**src/rtl/sss_pkg.sv**
```systemverilog
// ============================================================================
// Schedule setpoint selector package
// Shared types, codes and constants for the setpoint selector block.
// ============================================================================
package sss_pkg;

    // Default number of slots per schedule table (slot 0 is the default slot).
    localparam int NUM_SLOTS_DEF = 8;

    // A slot is a candidate in the first pass when minute - start is non-negative and below this.
    localparam int SEARCH_LIMIT  = 2000;

    localparam int MINUTE_W = 11;
    localparam int START_W  = 12;
    localparam int TEMP_W   = 16;
    localparam int CMD_W    = 2;
    localparam int SIDX_W   = 3;
    localparam int CFG_IDX_W = 2;
    localparam int CFG_DATA_W = 16;

    // Start minute of an unused slot.
    localparam logic signed [START_W-1:0] UNUSED_START = '1;

    typedef enum logic [CMD_W-1:0] {
        CMD_WRITE_SLOT   = 2'd0,
        CMD_SET_OVERRIDE = 2'd1,
        CMD_QUERY        = 2'd2,
        CMD_CHECK        = 2'd3
    } t_cmd;

    typedef enum logic [CFG_IDX_W-1:0] {
        REG_COOL_MODE         = 2'd0,
        REG_VACATION_ENABLE   = 2'd1,
        REG_VACATION_SETPOINT = 2'd2
    } t_reg_idx;

    typedef enum logic [1:0] {
        S_IDLE,
        S_SCAN,
        S_FINISH
    } t_state;

    typedef struct packed {
        logic signed [START_W-1:0] start;
        logic signed [TEMP_W-1:0]  temp;
    } t_slot_entry;

    // Contents of a slot that was never written.
    localparam t_slot_entry RESET_ENTRY = '{start: UNUSED_START, temp: '0};

endpackage

```
**src/rtl/sss_slot_ram.sv**
```systemverilog
// ============================================================================
// Slot table memory
// Holds both schedule tables, one write and one registered read per cycle.
// ============================================================================
module sss_slot_ram #(
    parameter int NUM_SLOTS = sss_pkg::NUM_SLOTS_DEF
) (
    input  logic                        i_clk,
    input  logic                        i_rst_n,
    input  logic                        i_wr_en,
    input  logic [$clog2(2*NUM_SLOTS)-1:0] i_wr_addr,
    input  sss_pkg::t_slot_entry        i_wr_entry,
    input  logic                        i_rd_en,
    input  logic [$clog2(2*NUM_SLOTS)-1:0] i_rd_addr,
    output sss_pkg::t_slot_entry        o_rd_entry
);

    localparam int DEPTH = 2 * NUM_SLOTS;

    sss_pkg::t_slot_entry r_mem [DEPTH];
    logic [DEPTH-1:0]     r_vld;
    sss_pkg::t_slot_entry r_rd_entry;
    logic                 r_rd_vld;

    // Each entry carries a valid bit so that reset makes every slot unused at once.
    always_ff @(posedge i_clk) begin
        if (!i_rst_n) begin
            r_vld    <= '0;
            r_rd_vld <= 1'b0;
        end else begin
            if (i_wr_en) begin
                r_vld[i_wr_addr] <= 1'b1;
            end
            if (i_rd_en) begin
                r_rd_vld <= r_vld[i_rd_addr];
            end
        end
    end

    always_ff @(posedge i_clk) begin
        if (i_wr_en) begin
            r_mem[i_wr_addr] <= i_wr_entry;
        end
        if (i_rd_en) begin
            r_rd_entry <= r_mem[i_rd_addr];
        end
    end

    assign o_rd_entry = r_rd_vld ? r_rd_entry : sss_pkg::RESET_ENTRY;

endmodule

```
**src/rtl/schedule_setpoint_selector_unit.sv**
```systemverilog
// ============================================================================
// Schedule setpoint selector
// Heat and cool schedule tables with override and vacation handling.
// ============================================================================
//
// Channel   Direction  Handshake                  Word
// -------   ---------  -------------------------  --------------------------------------
// in        input      i_in_valid / o_in_ready    cmd, minute, table, slot, start, temp
// out       output     o_out_valid / i_out_ready  setpoint, override reached/held
// cfg       input      i_cfg_we (no wait)         register index and write data
//
// A word that reads the schedule (set override, or a query outside vacation mode)
// scans the table before it reaches the result register: the slot memory has
// one read port, so the table is scanned one slot per cycle through a single
// subtract and compare unit. All other words go straight to the final state.
// The block is ready again in the cycle after the result is loaded. Reset is
// synchronous and active low; it marks every slot unused through the memory's
// valid bits, so no clearing pass is needed and a word is taken at once.
// The result sits in an output register; a new input word is taken while it waits.
// A stalled output only holds the block in its final cycle before state is updated.
//
module schedule_setpoint_selector_unit #(
    parameter int NUM_SLOTS = sss_pkg::NUM_SLOTS_DEF
) (
    input  logic                              i_clk,
    input  logic                              i_rst_n,
    // Configuration write port
    input  logic                              i_cfg_we,
    input  logic [sss_pkg::CFG_IDX_W-1:0]     i_cfg_addr,
    input  logic [sss_pkg::CFG_DATA_W-1:0]    i_cfg_wdata,
    // Input words
    input  logic                              i_in_valid,
    output logic                              o_in_ready,
    input  logic [sss_pkg::CMD_W-1:0]         i_cmd,
    input  logic [sss_pkg::MINUTE_W-1:0]      i_minute_of_day,
    input  logic                              i_table_select,
    input  logic [sss_pkg::SIDX_W-1:0]        i_slot_index,
    input  logic signed [sss_pkg::START_W-1:0] i_slot_start,
    input  logic signed [sss_pkg::TEMP_W-1:0] i_temp_value,
    // Result words
    output logic                              o_out_valid,
    input  logic                              i_out_ready,
    output logic signed [sss_pkg::TEMP_W-1:0] o_setpoint,
    output logic                              o_override_reached,
    output logic                              o_override_held
);

    localparam int SLOT_W = $clog2(NUM_SLOTS);
    localparam int IDX_W  = SLOT_W + 1;
    localparam int ADDR_W = $clog2(2 * NUM_SLOTS);
    localparam int MW     = sss_pkg::MINUTE_W;
    localparam int TW     = sss_pkg::TEMP_W;
    localparam int SW     = sss_pkg::START_W;

    // ------------------------------------------------------------------
    // Registers
    // ------------------------------------------------------------------
    sss_pkg::t_state          r_state, n_state;

    // Configuration
    logic                     r_cool_mode, n_cool_mode;
    logic                     r_vac_en, n_vac_en;
    logic signed [TW-1:0]     r_vac_sp, n_vac_sp;

    // Override and target state
    logic                     r_ovr_active, n_ovr_active;
    logic [SLOT_W-1:0]        r_ovr_slot, n_ovr_slot;
    logic signed [TW-1:0]     r_ovr_temp, n_ovr_temp;
    logic signed [TW-1:0]     r_target, n_target;

    // Latched input word
    sss_pkg::t_cmd            r_cmd, n_cmd;
    logic [MW-1:0]            r_minute, n_minute;
    logic                     r_tsel, n_tsel;
    logic [sss_pkg::SIDX_W-1:0] r_sidx, n_sidx;
    logic signed [SW-1:0]     r_sstart, n_sstart;
    logic signed [TW-1:0]     r_tval, n_tval;

    // Scan sequencer and best-slot trackers
    logic [IDX_W-1:0]         r_idx, n_idx;
    logic                     r_pend, n_pend;
    logic [SLOT_W-1:0]        r_pidx, n_pidx;
    logic [MW-1:0]            r_best1, n_best1;
    logic [SLOT_W-1:0]        r_sel1, n_sel1;
    logic signed [TW-1:0]     r_t1, n_t1;
    logic [MW-1:0]            r_best2, n_best2;
    logic [SLOT_W-1:0]        r_sel2, n_sel2;
    logic signed [TW-1:0]     r_t2, n_t2;
    logic signed [TW-1:0]     r_temp0, n_temp0;

    // Output register
    logic                     r_out_valid, n_out_valid;
    logic signed [TW-1:0]     r_out_sp, n_out_sp;
    logic                     r_out_reached, n_out_reached;
    logic                     r_out_held, n_out_held;

    // ------------------------------------------------------------------
    // Slot memory
    // ------------------------------------------------------------------
    logic                     w_wr_en;
    logic [ADDR_W-1:0]        w_wr_addr;
    sss_pkg::t_slot_entry     w_wr_entry;
    logic                     w_rd_en;
    logic [ADDR_W-1:0]        w_rd_addr;
    sss_pkg::t_slot_entry     w_rd_entry;

    sss_slot_ram #(
        .NUM_SLOTS (NUM_SLOTS)
    ) u_ram (
        .i_clk      (i_clk),
        .i_rst_n    (i_rst_n),
        .i_wr_en    (w_wr_en),
        .i_wr_addr  (w_wr_addr),
        .i_wr_entry (w_wr_entry),
        .i_rd_en    (w_rd_en),
        .i_rd_addr  (w_rd_addr),
        .o_rd_entry (w_rd_entry)
    );

    // ------------------------------------------------------------------
    // Shared compare unit and helpers
    // ------------------------------------------------------------------
    logic [ADDR_W-1:0]        w_base;
    logic                     w_issue;
    logic signed [MW+1:0]     w_diff;
    logic                     w_used;
    logic                     w_take1;
    logic                     w_take2;
    logic [SLOT_W-1:0]        w_sel;
    logic signed [TW-1:0]     w_sel_temp;
    logic                     w_out_free;
    logic                     w_accept;
    logic                     w_scan_cmd;

    // The active table starts at entry 0 (heat) or entry NUM_SLOTS (cool).
    assign w_base  = r_cool_mode ? ADDR_W'(NUM_SLOTS) : '0;
    assign w_issue = (r_idx < IDX_W'(NUM_SLOTS));

    // Distance from the slot's start to the current minute. A slot wins the
    // first pass with the smallest non-negative distance under the limit,
    // and the second pass with the largest positive start. Strict compares
    // keep the lowest index on a tie, because slots are visited in order.
    assign w_diff  = $signed({2'b00, r_minute}) -
                     $signed({w_rd_entry.start[SW-1], w_rd_entry.start});
    assign w_used  = !w_rd_entry.start[SW-1];
    assign w_take1 = w_used && !w_diff[MW+1] && !w_diff[MW] && (w_diff[MW-1:0] < r_best1);
    assign w_take2 = w_used && (w_rd_entry.start[MW-1:0] > r_best2);

    // The first pass has priority; the second only serves when it found nothing.
    assign w_sel      = (r_sel1 != '0) ? r_sel1 : r_sel2;
    assign w_sel_temp = (r_sel1 != '0) ? r_t1 : r_t2;

    assign w_out_free = !r_out_valid || i_out_ready;
    assign w_accept   = i_in_valid && (r_state == sss_pkg::S_IDLE);
    assign w_scan_cmd = (sss_pkg::t_cmd'(i_cmd) == sss_pkg::CMD_SET_OVERRIDE) ||
                        ((sss_pkg::t_cmd'(i_cmd) == sss_pkg::CMD_QUERY) && !r_vac_en);

    assign w_rd_en   = (r_state == sss_pkg::S_SCAN) && w_issue;
    assign w_rd_addr = w_base + ADDR_W'(r_idx[SLOT_W-1:0]);

    // ------------------------------------------------------------------
    // Sequencer: next state, state updates and result
    // ------------------------------------------------------------------
    always_comb begin
        n_state       = r_state;
        n_cool_mode   = r_cool_mode;
        n_vac_en      = r_vac_en;
        n_vac_sp      = r_vac_sp;
        n_ovr_active  = r_ovr_active;
        n_ovr_slot    = r_ovr_slot;
        n_ovr_temp    = r_ovr_temp;
        n_target      = r_target;
        n_cmd         = r_cmd;
        n_minute      = r_minute;
        n_tsel        = r_tsel;
        n_sidx        = r_sidx;
        n_sstart      = r_sstart;
        n_tval        = r_tval;
        n_idx         = r_idx;
        n_pend        = r_pend;
        n_pidx        = r_pidx;
        n_best1       = r_best1;
        n_sel1        = r_sel1;
        n_t1          = r_t1;
        n_best2       = r_best2;
        n_sel2        = r_sel2;
        n_t2          = r_t2;
        n_temp0       = r_temp0;
        n_out_valid   = r_out_valid && !i_out_ready;
        n_out_sp      = r_out_sp;
        n_out_reached = r_out_reached;
        n_out_held    = r_out_held;
        w_wr_en       = 1'b0;
        w_wr_addr     = w_base;
        w_wr_entry    = '{start: sss_pkg::UNUSED_START, temp: r_tval};

        // Configuration writes are to arrive only while the block is idle; the block itself does not enforce it.
        if (i_cfg_we) begin
            case (sss_pkg::t_reg_idx'(i_cfg_addr))
                sss_pkg::REG_COOL_MODE:         n_cool_mode = i_cfg_wdata[0];
                sss_pkg::REG_VACATION_ENABLE:   n_vac_en    = i_cfg_wdata[0];
                sss_pkg::REG_VACATION_SETPOINT: n_vac_sp    = $signed(i_cfg_wdata[TW-1:0]);
                default: ;
            endcase
        end

        case (r_state)
            sss_pkg::S_IDLE: begin
                if (w_accept) begin
                    n_cmd    = sss_pkg::t_cmd'(i_cmd);
                    n_minute = i_minute_of_day;
                    n_tsel   = i_table_select;
                    n_sidx   = i_slot_index;
                    n_sstart = i_slot_start;
                    n_tval   = i_temp_value;
                    n_idx    = '0;
                    n_pend   = 1'b0;
                    n_best1  = MW'(sss_pkg::SEARCH_LIMIT);
                    n_sel1   = '0;
                    n_best2  = '0;
                    n_sel2   = '0;
                    n_state  = w_scan_cmd ? sss_pkg::S_SCAN : sss_pkg::S_FINISH;
                end
            end

            sss_pkg::S_SCAN: begin
                // Issue one read per cycle; the data of the previous read is
                // compared in the same cycle.
                n_pend = w_issue;
                n_pidx = r_idx[SLOT_W-1:0];
                n_idx  = r_idx + IDX_W'(1);
                if (r_pend) begin
                    if (r_pidx == '0) begin
                        n_temp0 = w_rd_entry.temp;
                    end else begin
                        if (w_take1) begin
                            n_best1 = w_diff[MW-1:0];
                            n_sel1  = r_pidx;
                            n_t1    = w_rd_entry.temp;
                        end
                        if (w_take2) begin
                            n_best2 = w_rd_entry.start[MW-1:0];
                            n_sel2  = r_pidx;
                            n_t2    = w_rd_entry.temp;
                        end
                    end
                end
                if (!w_issue) begin
                    n_state = sss_pkg::S_FINISH;
                end
            end

            sss_pkg::S_FINISH: begin
                // State is committed only in the cycle the result is loaded.
                if (w_out_free) begin
                    n_out_sp      = '0;
                    n_out_reached = 1'b0;
                    case (r_cmd)
                        sss_pkg::CMD_WRITE_SLOT: begin
                            if (int'(r_sidx) < NUM_SLOTS) begin
                                w_wr_en    = 1'b1;
                                w_wr_addr  = ADDR_W'(int'(r_tsel) * NUM_SLOTS + int'(r_sidx));
                                w_wr_entry = '{start: r_sstart, temp: r_tval};
                            end
                        end
                        sss_pkg::CMD_SET_OVERRIDE: begin
                            // Slot 0's start is never read, so it is written as unused.
                            w_wr_en      = 1'b1;
                            n_ovr_slot   = w_sel;
                            n_ovr_temp   = r_tval;
                            n_ovr_active = 1'b1;
                        end
                        sss_pkg::CMD_QUERY: begin
                            if (r_vac_en) begin
                                n_out_sp = r_vac_sp;
                            end else begin
                                n_out_sp = r_temp0;
                                if (w_sel != '0) begin
                                    n_target = w_sel_temp;
                                    if (!r_ovr_active || (r_ovr_slot != w_sel)) begin
                                        n_out_sp     = w_sel_temp;
                                        n_ovr_active = 1'b0;
                                    end
                                end
                            end
                        end
                        sss_pkg::CMD_CHECK: begin
                            n_out_reached = r_ovr_active &&
                                (((r_target > r_ovr_temp) && (r_tval <= r_ovr_temp)) ||
                                 ((r_target <= r_ovr_temp) && (r_tval >= r_ovr_temp)));
                        end
                        default: ;
                    endcase
                    n_out_held  = n_ovr_active;
                    n_out_valid = 1'b1;
                    n_state     = sss_pkg::S_IDLE;
                end
            end

            default: n_state = sss_pkg::S_IDLE;
        endcase
    end

    // ------------------------------------------------------------------
    // Control and architectural state
    // ------------------------------------------------------------------
    always_ff @(posedge i_clk) begin
        if (!i_rst_n) begin
            r_state      <= sss_pkg::S_IDLE;
            r_cool_mode  <= 1'b0;
            r_vac_en     <= 1'b0;
            r_vac_sp     <= '0;
            r_ovr_active <= 1'b0;
            r_ovr_slot   <= '0;
            r_ovr_temp   <= '0;
            r_target     <= '0;
            r_pend       <= 1'b0;
            r_out_valid  <= 1'b0;
        end else begin
            r_state      <= n_state;
            r_cool_mode  <= n_cool_mode;
            r_vac_en     <= n_vac_en;
            r_vac_sp     <= n_vac_sp;
            r_ovr_active <= n_ovr_active;
            r_ovr_slot   <= n_ovr_slot;
            r_ovr_temp   <= n_ovr_temp;
            r_target     <= n_target;
            r_pend       <= n_pend;
            r_out_valid  <= n_out_valid;
        end
    end

    // ------------------------------------------------------------------
    // Payload and scan registers
    // ------------------------------------------------------------------
    always_ff @(posedge i_clk) begin
        r_cmd         <= n_cmd;
        r_minute      <= n_minute;
        r_tsel        <= n_tsel;
        r_sidx        <= n_sidx;
        r_sstart      <= n_sstart;
        r_tval        <= n_tval;
        r_idx         <= n_idx;
        r_pidx        <= n_pidx;
        r_best1       <= n_best1;
        r_sel1        <= n_sel1;
        r_t1          <= n_t1;
        r_best2       <= n_best2;
        r_sel2        <= n_sel2;
        r_t2          <= n_t2;
        r_temp0       <= n_temp0;
        r_out_sp      <= n_out_sp;
        r_out_reached <= n_out_reached;
        r_out_held    <= n_out_held;
    end

    assign o_in_ready         = (r_state == sss_pkg::S_IDLE);
    assign o_out_valid        = r_out_valid;
    assign o_setpoint         = r_out_sp;
    assign o_override_reached = r_out_reached;
    assign o_override_held    = r_out_held;

endmodule

```
**config.mk**
```make
export PLATFORM = sky130hd
export DESIGN_NAME = schedule_setpoint_selector_unit
export DESIGN_NICKNAME = d
export VERILOG_FILES = /design/src/rtl/sss_pkg.sv /design/src/rtl/sss_slot_ram.sv /design/src/rtl/schedule_setpoint_selector_unit.sv
export SDC_FILE = /design/constraint.sdc
export NUM_CORES = 1
export LEC_CHECK = 0
export BUFFER_PORTS_ARGS = -buffer_cell sky130_fd_sc_hd__buf_4
export CAP_MARGIN = 20
export CORE_MARGIN = 2
export CORE_UTILIZATION = 42
export CTS_BUF_LIST = sky130_fd_sc_hd__clkbuf_8
export DETAILED_ROUTE_END_ITERATION = 7
export PLACE_DENSITY = 0.55
export SYNTH_ARGS = -nofsm -noshare
export SYNTH_HDL_FRONTEND = slang
export SYNTH_HIERARCHICAL = 1
export SYNTH_SLANG_ARGS = --single-unit
```
**constraint.sdc**
```tcl
create_clock -name i_clk -period 9.6 [get_ports i_clk]
set_input_delay 2.4 -clock i_clk [delete_from_list [all_inputs] [get_ports i_clk]]
set_output_delay 2.4 -clock i_clk [all_outputs]
set_load 0.05 [all_outputs]
```
Yosys cells after proc, flatten, opt, wreduce, memory -nomap -nowiden
Memory sizes are Yosys's and may differ from the RTL's. A register that Yosys moved wholly into a read port is not among the register bits.
Index checks and enable logic that the tools add are counted.
{"block": "op_classes", "reduce_logical": 45, "eq_ne": 17, "n_mul": 0, "order_cmp": 10, "n_addsub": 4, "shifts": 0, "div": 0, "bitwise": 3, "muxes": 56}
{"operator": "28-bit two-way mux", "count": 4}
{"operator": "11-bit two-way mux", "count": 8}
{"operator": "16-bit two-way mux", "count": 4}
{"operator": "11-bit one-hot mux with 2 select lines", "count": 2}
{"operator": "16-bit <= comparator", "count": 2}
{"operator": "3-bit two-way mux", "count": 8}
{"operator": "4-bit two-way mux", "count": 5}
{"operator": "16-bit greater-or-equal comparator", "count": 1}
{"operator": "16-bit > comparator", "count": 1}
{"operator": "16-bit OR", "count": 1}
{"operator": "5-bit AND reduction", "count": 3}
{"operator": "1-bit two-way mux", "count": 13}
{"operator": "12-bit by 12-bit subtractor with 13-bit output", "count": 1}
{"operator": "1-bit logical AND", "count": 12}
{"operator": "2-bit inequality test, second input constant", "count": 6}
{"operator": "3-bit one-hot mux with 2 select lines", "count": 2}
{"operator": "2-bit AND reduction", "count": 6}
{"operator": "11-bit > comparator", "count": 1}
{"operator": "11-bit < comparator", "count": 1}
{"operator": "2-bit equality test, second input constant", "count": 5}
{"operator": "4-bit by 5-bit < comparator with 1-bit output, second input constant", "count": 2}
{"operator": "3-bit AND reduction", "count": 3}
{"operator": "4-bit by 3-bit adder with 4-bit output", "count": 2}
{"operator": "2-bit by 1-bit equality test with 1-bit output, second input constant", "count": 4}
{"operator": "other kinds (20)", "count": 38}
{"block": "word_totals", "input_bits": 68, "ff_bits": 221, "elab_cells": 166, "latch_bits": 0, "output_inout_bits": 20, "ram_bits": 448, "mem_bits_ro": 0, "mem_count": 1}
{"memory": "u_ram.r_mem", "words": 16, "width": 28, "rd": 1, "rd_clocked_by_memory_dff": 1, "write_ports": 1, "line_no": "sss_slot_ram.sv:20", "source": "sss_pkg::t_slot_entry r_mem [DEPTH];"}

Depth between registers and ports, before layout
Gate-level depths: netlist of the first run.
{"block": "depth", "depth_word": 10, "depth_mapped": 17, "depth_no_buf": 16}

Hierarchy
The synthesis of the first run kept the hierarchy.
{"mod": "sss_slot_ram", "n_inst": 1, "seq_area_each_um2": 14634.0, "cells_per_inst": 755, "area_each_um2": 18551.5}
{"mod": "schedule_setpoint_selector_unit", "n_inst": 1, "seq_area_each_um2": 5545.3, "cells_per_inst": 800, "area_each_um2": 9439.1}

Least setup slack after synthesis of the first run
Ideal clock, no wire load.
{"block": "synth_path", "path_type": "in2reg", "startpoint": "in i_out_ready", "endpoint": "mem u_ram/r_mem[0][0] (netlist name) (enable)", "path_slack_ns": 3.094, "arrival_ns": 6.055, "setup_ns": 0.451, "t_required_ns": 9.149, "cell_stages": 8, "n_path_buf": 2, "cell_sequence": "nand2b_1 nor2b_1 buf_2 nand2_1 clkbuf_1 nand2_1 or3b_2 nor3_1"}
{"block": "synth_between", "elab_chain_len": 5, "word_cells_on_any_way": 7, "cone_classes": "6 x mux; 1 x reduce/logical"}
{"element": "start, declared", "line_no": "schedule_setpoint_selector_unit.sv:42", "source": "input logic i_out_ready,"}
{"element": "1-bit logical OR", "line_no": "schedule_setpoint_selector_unit.sv:153", "source": "assign w_out_free = !r_out_valid || i_out_ready;"}
{"element": "1-bit two-way mux", "line_no": "schedule_setpoint_selector_unit.sv:255", "source": "if (w_out_free) begin"}
{"element": "1-bit two-way mux", "line_no": "schedule_setpoint_selector_unit.sv:207", "source": "case (r_state)"}
{"element": "named net w_wr_en", "line_no": "schedule_setpoint_selector_unit.sv:100", "source": "logic w_wr_en;"}
{"element": "1-bit two-way mux", "line_no": "sss_slot_ram.sv:41", "source": "if (i_wr_en) begin"}
{"element": "1-bit two-way mux (implied by the code)", "line_no": "sss_slot_ram.sv:42", "source": "r_mem[i_wr_addr] <= i_wr_entry;"}
{"element": "end, declared", "line_no": "sss_slot_ram.sv:20"}
The timed path passes the listed nets, and every way through them passes these cells.

Worst setup path in the final report of the first run
{"block": "layout_path", "startpoint": "in i_out_ready", "endpoint": "mem u_ram/r_mem[5][7] (netlist name) (enable)"}
{"block": "layout_between", "word_cells_on_any_way": 7, "cone_classes": "6 x mux; 1 x reduce/logical"}
{"element": "1-bit logical OR", "line_no": "schedule_setpoint_selector_unit.sv:153"}
{"element": "4-bit two-way mux", "line_no": "schedule_setpoint_selector_unit.sv:255"}
{"element": "4-bit two-way mux", "line_no": "schedule_setpoint_selector_unit.sv:207"}
{"element": "named net w_wr_addr[3]", "line_no": "schedule_setpoint_selector_unit.sv:101", "source": "logic [ADDR_W-1:0] w_wr_addr;"}
The timed path passes the listed nets, and every way through them passes these cells.

==> metrics.md, run 1 <==
| Metric | Value |
|---|---|
| CTS Buf Count | 115 |
| Clk root buf | clkbuf_8 |
| Grt total ovfl | 0 |
| Pint | 4850 uW |
| Register area | 20,200 um2 |
| Prevailing post-synth register cell | edfxtp_1 |
| Max-slew violation count | 0 |
| Row count | 94 |
| Mapped Area | 28,000 um2 |
| DRC | 0 |
| Slew at the pin with the worst max-slew slack | 1.06 ns |
| Die Width | 262 um |
| Placeable core region | 65,900 um2 |
| Endpoints failing setup | 0 |
| Routability cong. | 0.741 |
| Boundary Pins | 88 |
| Yosys warning count | 6 |
| Largest net degree at the start of global routing | 113 |
| Status | finished, final reports clean |
| Seq/Total Area, Yosys | 0.721 |
| Unrepaired setup endpoints after global routing | false |
| Arrival @ worst endpoint | 5.50 ns |
| # resized after CTS | 0 |
| Layout area overhead | 14.2% |
| Number of port buffers | 87 |
| Vias/cell | 5.33 |
| Sum Neg Setup Slack | 0 ns |
| Max FO, Critical Path | 29 |
| H-tree depth | 3 |
| Sw Ratio | 0.230 |
| Area occupied by multi-input gates | 7330 um2 |
| Fillcell total | 5,589 |
| Post-synth top cells | 622 x edfxtp_1, 142 x mux4_2, 105 x nand2_1 |
| Lkg Pwr | 0.0116 uW |
| Syn nets | 1,693 |
| Worst relative slew slack | 0.291 |
| Min cycle time layout | 5.19 ns |
| Clock share of power | 0.394 |
| Number of global-route vias before repair | 14,800 |
| Antenna viol nets, final | 0 |
| Net Switching | 1450 uW |
| Synth top area share | 0.667 |
| CTS Sinks | 697 |
| Effective utilization at floorplan | 0.425 |
| Hpwl dp | 38,500 um |
| Initial antenna violation count | 5 |
| Total Routing Usage GR | 0.184 |
| Routed len/inst | 23.2 um |
| VDD IR max | 0.0938 mV |
| Adder-cell share of the synthesized area | 0.0316 |
| Leading area contributor after synthesis | edfxtp_1 |
| Fmax | 193 MHz |
| Clk_lat worst skew | 0.70 ns |
| Top-count cell post-synth | edfxtp_1 |
| Hold Violations, Final | 0 |
| Reg power frac | 0.539 |
| Syn_area_per_cell | 18.0 um2 |
| Die Y-Extent | 262 um |
| Post-synthesis register bit count | 697 |
| First-pass GRT wire length | 92,300 um |
| Clock skew | 0.0221 ns |
| Share of synthesized registers carrying an async set or reset | 0 |
| Post-synth EDFFs | 622 |
| Power after layout | 6300 uW |
| WP data required | 9.92 ns |
| Path type of the worst min-delay path | reg -> reg |
| PwrDens | 197 nW/um2 |
| CTS Hold Bufs | 0 |
| Kind of critical path | in -> reg |
| Largest cells by area after synthesis | edfxtp_1 67%, mux4_2 11%, dfxtp_1 5.4% |
| Starting DRT DRC Count | 984 |
| CTS tree | yes |
| Die area | 68,700 um2 |
| CP endpoint kind | register |
| Synth cell types | 58 |
| Layout cells sized above 1 | 0.240 |
| Comb pwr share | 0.066 |
| Total routed wirelength | 62,100 um |
| Mux cell area share after synthesis | 0.123 |
| Routed via count | 14,300 |
| Synth Area in Simple Gates | 0.0546 |
| Max cap viols | 0 |
| Crit start category | input port |
| Largest family of logic cells by synthesized area | multiplexers |
| Maximum root-to-sink buffer count | 3 |
| Setup bufs post-CTS | 0 |
| Final net count | 1,857 |
| XOR/XNOR Fraction of Synth Area | 0.00438 |
| Synth Area in Compound Gates | 0.0437 |
| First-pass detailed-route iteration total | 4 |
| Mapped Cells | 1,555 |
| Worst-path clk slew | 0.06 ns |
| Final worst path period share | 0.540 |
-- through the flow --
step | util | hold slack (ns) | instance area, um2 | setup WS (ns) | instances
after global placement | 0.451 | 0.441 | 29700 | 3.74 | 2463
after floorplan | - | 0.435 | 28000 | 3.09 | 1555
after CTS | 0.485 | 0.453 | 31900 | 4.44 | 2679
after global routing | 0.485 | 0.477 | 32000 | 4.25 | 2681
final | 0.485 | 0.452 | 32000 | 4.41 | 2681
after detailed placement | 0.451 | 0.445 | 29700 | 3.67 | 2465
-- registers in the layout, indices dropped and copies added (netlist names), 12 cells and up --
register / cells
u_ram/r_mem: 448
r_ovr_temp: 16
r_tval: 16
u_ram/r_rd_entry: 28
o_setpoint: 16
r_vac_sp: 16
u_ram/r_vld: 16
r_t1: 16
r_temp0: 16
r_target: 16
r_t2: 16
r_sstart: 12
-- cell type report --
type,instances,share of cell area
flip-flops and latches,697,0.632
multi-input cells,724,0.230
diodes,1,0.0000783
well taps,864,0.0338
repair buffers,117,0.0282
clock inverters,91,0.0163
inverters,64,0.00752
clock buffers,123,0.0530
-- cells in the final DEF, fill, tap and decap left out, types with 36 or more instances in the layout --
cell,count
mux4_2,142
dfxtp_1,74
inv_1,89
nand3_1,39
buf_4,114
edfxtp_1,622
clkbuf_8,123
clkinv_1,36
nand2_1,105
ha_1,69
-- cell families (layout without fill, tap and decap cells) --
family                     count (synthesis)  count (layout)
AOI/OAI and AO/OA                        166             166
xor gates and xnor gates                  14              14
adders and majority gates                 70              70
buffers and inverters                    134             395
DFF                                      697             697
muxes                                    167             167
other                                      0               1
and+or+nand+nor                          307             307
-- critical path: stages --
cell	delay, ns
buf_4	0.07
nand2b_1	0.13
nor2b_2	0.15
buf_4	0.34
nand2_1	0.52
mux2_1	0.62
nand2b_1	0.37
nor2_4	0.86
-- path summary, 6_finish.rpt --
check | startpoint | end | slack (ns) | cells past startpoint
worst max-delay path | i_out_ready | u_ram/r_mem[5][7] | 4.41 | 8
worst min-delay path | r_ovr_temp[3] | r_ovr_temp[3] | 0.45 | 2
worst max register to register | u_ram/r_rd_vld | r_best1[1] | 5.52 | 15
worst min register to register | r_ovr_temp[3] | r_ovr_temp[3] | 0.45 | 2
-- power groups by stage --
stage / combinational (uW) / clock (uW) / sequential, uW
floorplan: 272 / 0 / 3460
finish: 419 / 2480 / 3400
detailed placement: 427 / 0 / 3460
global placement: 419 / 0 / 3460
global route: 460 / 2690 / 3400
CTS: 428 / 2570 / 3400
-- layer usage --
layer	GRT usage	share of wire	vias up
met5	0	0	-
met3	0.0393	0.057	84
met4	0.0488	0.017	0
met1	0.269	0.47	7365
met2	0.282	0.46	357
li1	-	-	6480
Note: power is estimated with default switching activity, not from simulation.
==> run 2: changes to the inputs <==
--- a/config.mk
+++ b/config.mk
@@ -5,13 +5,14 @@
 export SDC_FILE = /design/constraint.sdc
 export NUM_CORES = 1
 export LEC_CHECK = 0
+export ABC_AREA = 1
 export BUFFER_PORTS_ARGS = -buffer_cell sky130_fd_sc_hd__buf_4
 export CAP_MARGIN = 20
 export CORE_MARGIN = 2
 export CORE_UTILIZATION = 42
 export CTS_BUF_LIST = sky130_fd_sc_hd__clkbuf_8
 export DETAILED_ROUTE_END_ITERATION = 7
-export PLACE_DENSITY = 0.55
+export PLACE_DENSITY = 0.57
 export SYNTH_ARGS = -nofsm -noshare
 export SYNTH_HDL_FRONTEND = slang
 export SYNTH_HIERARCHICAL = 1
==> constraint.sdc (replaced) <==
create_clock -name i_clk -period 4.45 [get_ports i_clk]
set_input_delay 1.1125 -clock i_clk [delete_from_list [all_inputs] [get_ports i_clk]]
set_output_delay 1.1125 -clock i_clk [all_outputs]
set_load 0.05 [all_outputs]
==> metrics.md, run 2 <==
| Metric | Value |
|---|---|
| Leading area contributor after synthesis | edfxtp_1 |
| Mapped Cells | 2,423 |
| Unrepaired setup endpoints after global routing | false |
| Post-synth EDFFs | 622 |
| Area occupied by multi-input gates | 7630 um2 |
| Routability cong. | 0.811 |
| Critical-path cell list | inv_1, or2_2, inv_1, ha_1, a21oi_1, o21ai_0, a21oi_1, o21bai_1, xor2_1, inv_1, ha_1, nand3_1, inv_1, a21oi_1, nand3_1, a21oi_1, nand2_1, nor2_1, buf_4 |
| Vias/cell | 5.20 |
| Synth cell types | 48 |
| Post-synth top cells | 622 x edfxtp_1, 446 x nor2_1, 242 x o21ai_0 |
| Slew at the pin with the worst max-slew slack | 1.11 ns |
| First-pass GRT wire length | 104,000 um |
| Largest regs | u_ram/r_mem (448), u_ram/r_rd_entry (28) |
| Register area | 20,200 um2 |
| CP endpoint kind | register |
| Top Usage Layer GRT | met2 |
| Clock share of power | 0.367 |
| GR Layer Usage met2 | 0.303 |
| H-tree depth | 3 |
| Placeable core region | 68,500 um2 |
| Die Width | 267 um |
| First-pass detailed-route iteration total | 5 |
| Routed via count | 18,400 |
| Effective utilization at floorplan | 0.424 |
| Fmax | 266 MHz |
| Total Routing Usage GR | 0.189 |
| Crit start category | register |
| CTS tree | yes |
| Arrival @ worst endpoint | 4.16 ns |
| CTS Hold Bufs | 0 |
| GRT met1 Usage | 0.263 |
| Antenna viol nets, final | 0 |
| Final setup margin | 0.684 ns |
| Layout cells sized above 1 | 0.142 |
| Starting DRT DRC Count | 1,548 |
| Pint | 10,500 uW |
| Path type of the worst min-delay path | reg -> reg |
| Routed len/inst | 19.0 um |
| Commonest non-fill, non-tap cell in the layout | edfxtp_1 |
| Synth top area share | 0.644 |
| Initial antenna violation count | 1 |
| Worst path slowest cell | dfxtp_1 |
| CTS Buf Count | 116 |
| Worst relative slew slack | 0.261 |
| Die area | 71,200 um2 |
| Seq/Total Area, Yosys | 0.696 |
| Final net count | 2,689 |
| Largest cells by area after synthesis | edfxtp_1 64%, nor2_1 5.8%, dfxtp_1 5.2% |
| Lkg Pwr | 0.0124 uW |
| VDD IR max | 0.215 mV |
| Number of global-route vias before repair | 18,100 |
| Post-synthesis register bit count | 697 |
| Maximum root-to-sink buffer count | 3 |
| Comb pwr share | 0.112 |
| Boundary Pins | 88 |
| Largest net degree at the start of global routing | 176 |
| Top-count cell post-synth | edfxtp_1 |
| Fillcell total | 6,107 |
| Endpoints failing setup | 0 |
| Row count | 96 |
| Max incr delay on CP | 0.32 ns |
| Sum Neg Setup Slack | 0 ns |
| Buf/Inv on CP | 5 |
| Layout area overhead | 13.4% |
| Setup bufs post-CTS | 0 |
| Max-slew violation count | 0 |
| Yosys warning count | 6 |
| Sw Ratio | 0.262 |
| Grt total ovfl | 0 |
| Reg power frac | 0.521 |
| Clk root buf | clkbuf_8 |
| WP data required | 4.84 ns |
| Number of port buffers | 87 |
| # resized after CTS | 0 |
| Worst-path clk slew | 0.06 ns |
| Max FO, Critical Path | 16 |
| Syn_area_per_cell | 12.0 um2 |
| Final worst path period share | 0.846 |
| DRC | 0 |
| Mapped Area | 29,000 um2 |
| Clock skew | 0.0283 ns |
| Hold Violations, Final | 0 |
| Total routed wirelength | 67,100 um |
| Net Switching | 3710 uW |
| PwrDens | 431 nW/um2 |
| Top reg by flops | u_ram/r_mem |
| Max cap viols | 0 |
| Syn nets | 2,561 |
| Die Y-Extent | 267 um |
| DP Worst Slack | 0.667 ns |
| Max reg flops | 448 |
| Prevailing post-synth register cell | edfxtp_1 |
| Clk_lat worst skew | 0.73 ns |
| CTS Sinks | 697 |
| Min cycle time layout | 3.77 ns |
| Kind of critical path | reg -> reg |
| Most frequent cells in the layout | 622 x edfxtp_1, 429 x nor2_1, 242 x o21ai_0 |
| Status | finished, final reports clean |
| Hpwl dp | 39,200 um |
| Share of synthesized registers carrying an async set or reset | 0 |
| Met3 Use GR | 0.0327 |
| CP delay by family, top | compound AO/OA/AOI/OAI gates |
run 2: power by group through the flow:
stage | registers, uW | clock network [uW] | logic [uW]
4_1_cts | 7390 | 5370 | 1590
3_5_place_dp | 7520 | 0 | 1590
3_3_place_gp | 7520 | 0 | 1560
5_1_grt | 7400 | 5650 | 1780
2_1_floorplan | 7520 | 0 | 1090
6_report | 7380 | 5200 | 1580
run 2: path summary, 6_finish.rpt:
check | start | end | slack (ns) | cells after the start
setup reg to reg | u_ram/r_rd_vld | r_t1[6] | 0.68 | 19
hold reg to reg | r_target[2] | r_target[2] | 0.45 | 2
setup / recovery | u_ram/r_rd_vld | r_t1[6] | 0.68 | 19
hold / removal | r_target[2] | r_target[2] | 0.45 | 2
run 2: per-stage QoR:
step	util	instance area (um2)	instances	hold WS (ns)	power [uW]
6_report	0.480	32900	3530	0.451	14200
5_1_grt	0.480	32900	3529	0.478	14800
4_1_cts	0.480	32900	3528	0.456	14300
3_5_place_dp	0.449	30700	3314	0.447	9110
3_3_place_gp	0.449	30700	3314	0.446	9080
2_1_floorplan	-	29000	2423	0.427	8610
run 2: final cells by class:
class,instances,share of cell area
diodes,1,0.0000761
clock buffers,123,0.0515
clock inverters,91,0.0140
inverters,176,0.0202
multi-input cells,1426,0.232
flip-flops and latches,697,0.613
well taps,882,0.0335
repair buffers,134,0.0354
run 2: cells by family after synthesis:
| family | Yosys count | synth area share |
|---|---|---|
| compound gates | 514 | 0.101 |
| xor+xnor | 10 | 0.00328 |
| fa+ha+maj | 70 | 0.0305 |
| buf+inv | 300 | 0.0458 |
| flops | 697 | 0.696 |
| mux | 17 | 0.00660 |
| simple gates | 815 | 0.117 |
run 2: tightest hold or removal path, cell delays in order (launching register included):
cell and delay [ns]:
dfxtp_1 0.31, inv_1 0.05, a21oi_1 0.05
run 2: metal layers:
metal	vias up	share of wire
li1	8862	-
met1	8895	0.46
met2	514	0.46
met3	98	0.056
met4	0	0.018
met5	-	0
==> run 3: changes to the inputs <==
==> constraint.sdc (replaced) <==
create_clock -name i_clk -period 3.1 [get_ports i_clk]
set_input_delay 0.775 -clock i_clk [delete_from_list [all_inputs] [get_ports i_clk]]
set_output_delay 0.775 -clock i_clk [all_outputs]
set_load 0.05 [all_outputs]
==> metrics.md, run 3 (synthesized netlist as in run 2, its figures left out) <==
| Metric | Value |
|---|---|
| Status | complete, but fails checks |
| Violated checks | setup timing |
| Path type of the worst min-delay path | in -> reg |
| H-tree depth | 3 |
| Largest regs | u_ram/r_mem (448), u_ram/r_rd_entry (28) |
| Fillcell total | 5,954 |
| DRC | 0 |
| Top reg by flops | u_ram/r_mem |
| CP delay by family, top | compound AO/OA/AOI/OAI gates |
| Worst-path clk slew | 0.06 ns |
| CP endpoint kind | register |
| Effective utilization at floorplan | 0.424 |
| Boundary Pins | 88 |
| Layout cells sized above 1 | 0.184 |
| Hold slack | 0.245 ns |
| Initial antenna violation count | 4 |
| Final worst path period share | 1.10 |
| Min cycle time layout | 3.41 ns |
| Max incr delay on CP | 0.39 ns |
| Starting DRT DRC Count | 1,540 |
| Clock skew | 0.0374 ns |
| Area occupied by multi-input gates | 7930 um2 |
| CTS tree | yes |
| Total routed wirelength | 69,600 um |
| Total Routing Usage GR | 0.195 |
| Largest net degree at the start of global routing | 188 |
| CTS Sinks | 697 |
| Max-slew violation count | 0 |
| Core Util, Final | 0.496 |
| Slew at the pin with the worst max-slew slack | 0.909 ns |
| VDD IR max | 0.336 mV |
| Number of inserted diodes | 0 |
| Die area | 71,200 um2 |
| Die Y-Extent | 267 um |
| Row count | 96 |
| Sum Neg Setup Slack | -7.79 ns |
| Routed len/inst | 19.4 um |
| Critical-path cell list | clkinv_4, or2_4, inv_4, ha_4, buf_4, nand2_2, nor2_2, nand2_1, nand2_1, a21o_1, xor2_2, inv_1, ha_4, a211o_1, a21oi_2, nand3_1, a21oi_2, nand2_2, a21oi_4, buf_6 |
| Max FO, Critical Path | 7 |
| Crit start category | register |
| Antenna viol nets, final | 0 |
| Endpoints failing setup | 30 |
| Lkg Pwr | 0.0127 uW |
| Final net count | 2,748 |
| Max reg flops | 448 |
| Unrepaired setup endpoints after global routing | true |
| Worst relative slew slack | 0.394 |
| Max cap viols | 0 |
| CTS Buf Count | 113 |
| Vias/cell | 5.23 |
| CTS Hold Bufs | 0 |
| Hold Violations, Final | 0 |
| Clk_lat worst skew | 0.71 ns |
| Buf/Inv on CP | 5 |
| Layout area overhead | 17.1% |
| Routability cong. | 0.766 |
| Power after layout | 21,000 uW |
| Fmax | 294 MHz |
| Arrival @ worst endpoint | 3.80 ns |
| Worst path slowest cell | dfxtp_4 |
| WP data required | 3.50 ns |
| Maximum root-to-sink buffer count | 3 |
| Most frequent cells in the layout | 622 x edfxtp_1, 426 x nor2_1, 238 x o21ai_0 |
| Fin cells | 3,588 |
| Commonest non-fill, non-tap cell in the layout | edfxtp_1 |
| Clk root buf | clkbuf_8 |
| Placeable core region | 68,500 um2 |
| First-pass detailed-route iteration total | 6 |
| Die Width | 267 um |
| Final setup margin | -0.306 ns |
| PwrDens | 618 nW/um2 |
| Hpwl dp | 40,100 um |
| Grt total ovfl | 0 |
| Placed Instances | 3,358 |
| Routed via count | 18,800 |
| Number of port buffers | 87 |
| Number of global-route vias before repair | 18,600 |
| Kind of critical path | reg -> reg |
| First-pass GRT wire length | 106,000 um |
| Register area | 20,200 um2 |
run 3: cell count changes in the layout (fill, tap and decap cells not counted), moves of 10 or more:
cell	change
ha_1	-10
inv_1	-23
ha_4	+10
buf_4	+46
buf_12	+14
inv_2	+10
run 3: cell type report:
class                           count  share of cell area
Clock buffer                      126              0.0511
Clock inverter                     85              0.0159
Inverter                          176              0.0199
Multi-Input combinational cell   1426               0.233
Sequential cell                   697               0.594
Tap cell                          882              0.0325
Timing Repair Buffer              195              0.0529
Timing Repair inverter              1            0.000184
run 3: power by group:
group / switching (uW) / total [uW] / internal [uW]
sequential: 136 / 10600 / 10500
combinational: 1610 / 2460 / 857
clock: 3640 / 7940 / 4310
total: 5380 / 21000 / 15600
run 3: final timing paths:
| path | from | end | slack, ns | cells past startpoint |
|---|---|---|---|---|
| hold reg to reg | r_target[4] | r_target[4] | 0.45 | 2 |
| setup / recovery | u_ram/r_rd_vld | r_best1[9] | -0.31 | 20 |
| hold / removal | i_temp_value[13] | r_tval[13] | 0.24 | 1 |
| setup reg to reg | u_ram/r_rd_vld | r_best1[9] | -0.31 | 20 |
run 3: metrics by stage:
stage	setup WS [ns]	area (um2)
finish	-0.306	34000
global route	-0.506	34000
CTS	-0.355	33800
detailed placement	-0.428	31400
global placement	-0.352	31400
floorplan	-0.386	29300
run 3: timing repair:
action | CTS | global route
cloned | 1 | 1
pin swaps | 11 | 23
buffers inserted | 11 | 8
endpoints found under the setup margin | 30 | 30
resized for setup | 13 | 41
run 3: worst register-to-register path, stage by stage, from the launching register on:
cell	delay, ns
dfxtp_4	0.39
clkinv_4	0.09
or2_4	0.27
inv_4	0.07
ha_4	0.20
buf_4	0.15
nand2_2	0.06
nor2_2	0.04
nand2_1	0.06
nand2_1	0.07
a21o_1	0.21
xor2_2	0.15
inv_1	0.09
ha_4	0.16
a211o_1	0.30
a21oi_2	0.10
nand3_1	0.09
a21oi_2	0.12
nand2_2	0.12
a21oi_4	0.19
buf_6	0.15
run 3: per-layer routing:
layer	share of wire	vias to the layer above	GRT usage
li1	-	8986	-
met1	0.45	9164	0.268
met2	0.47	532	0.317
met3	0.061	96	0.0358
met4	0.019	0	0.0577
met5	0	-	0
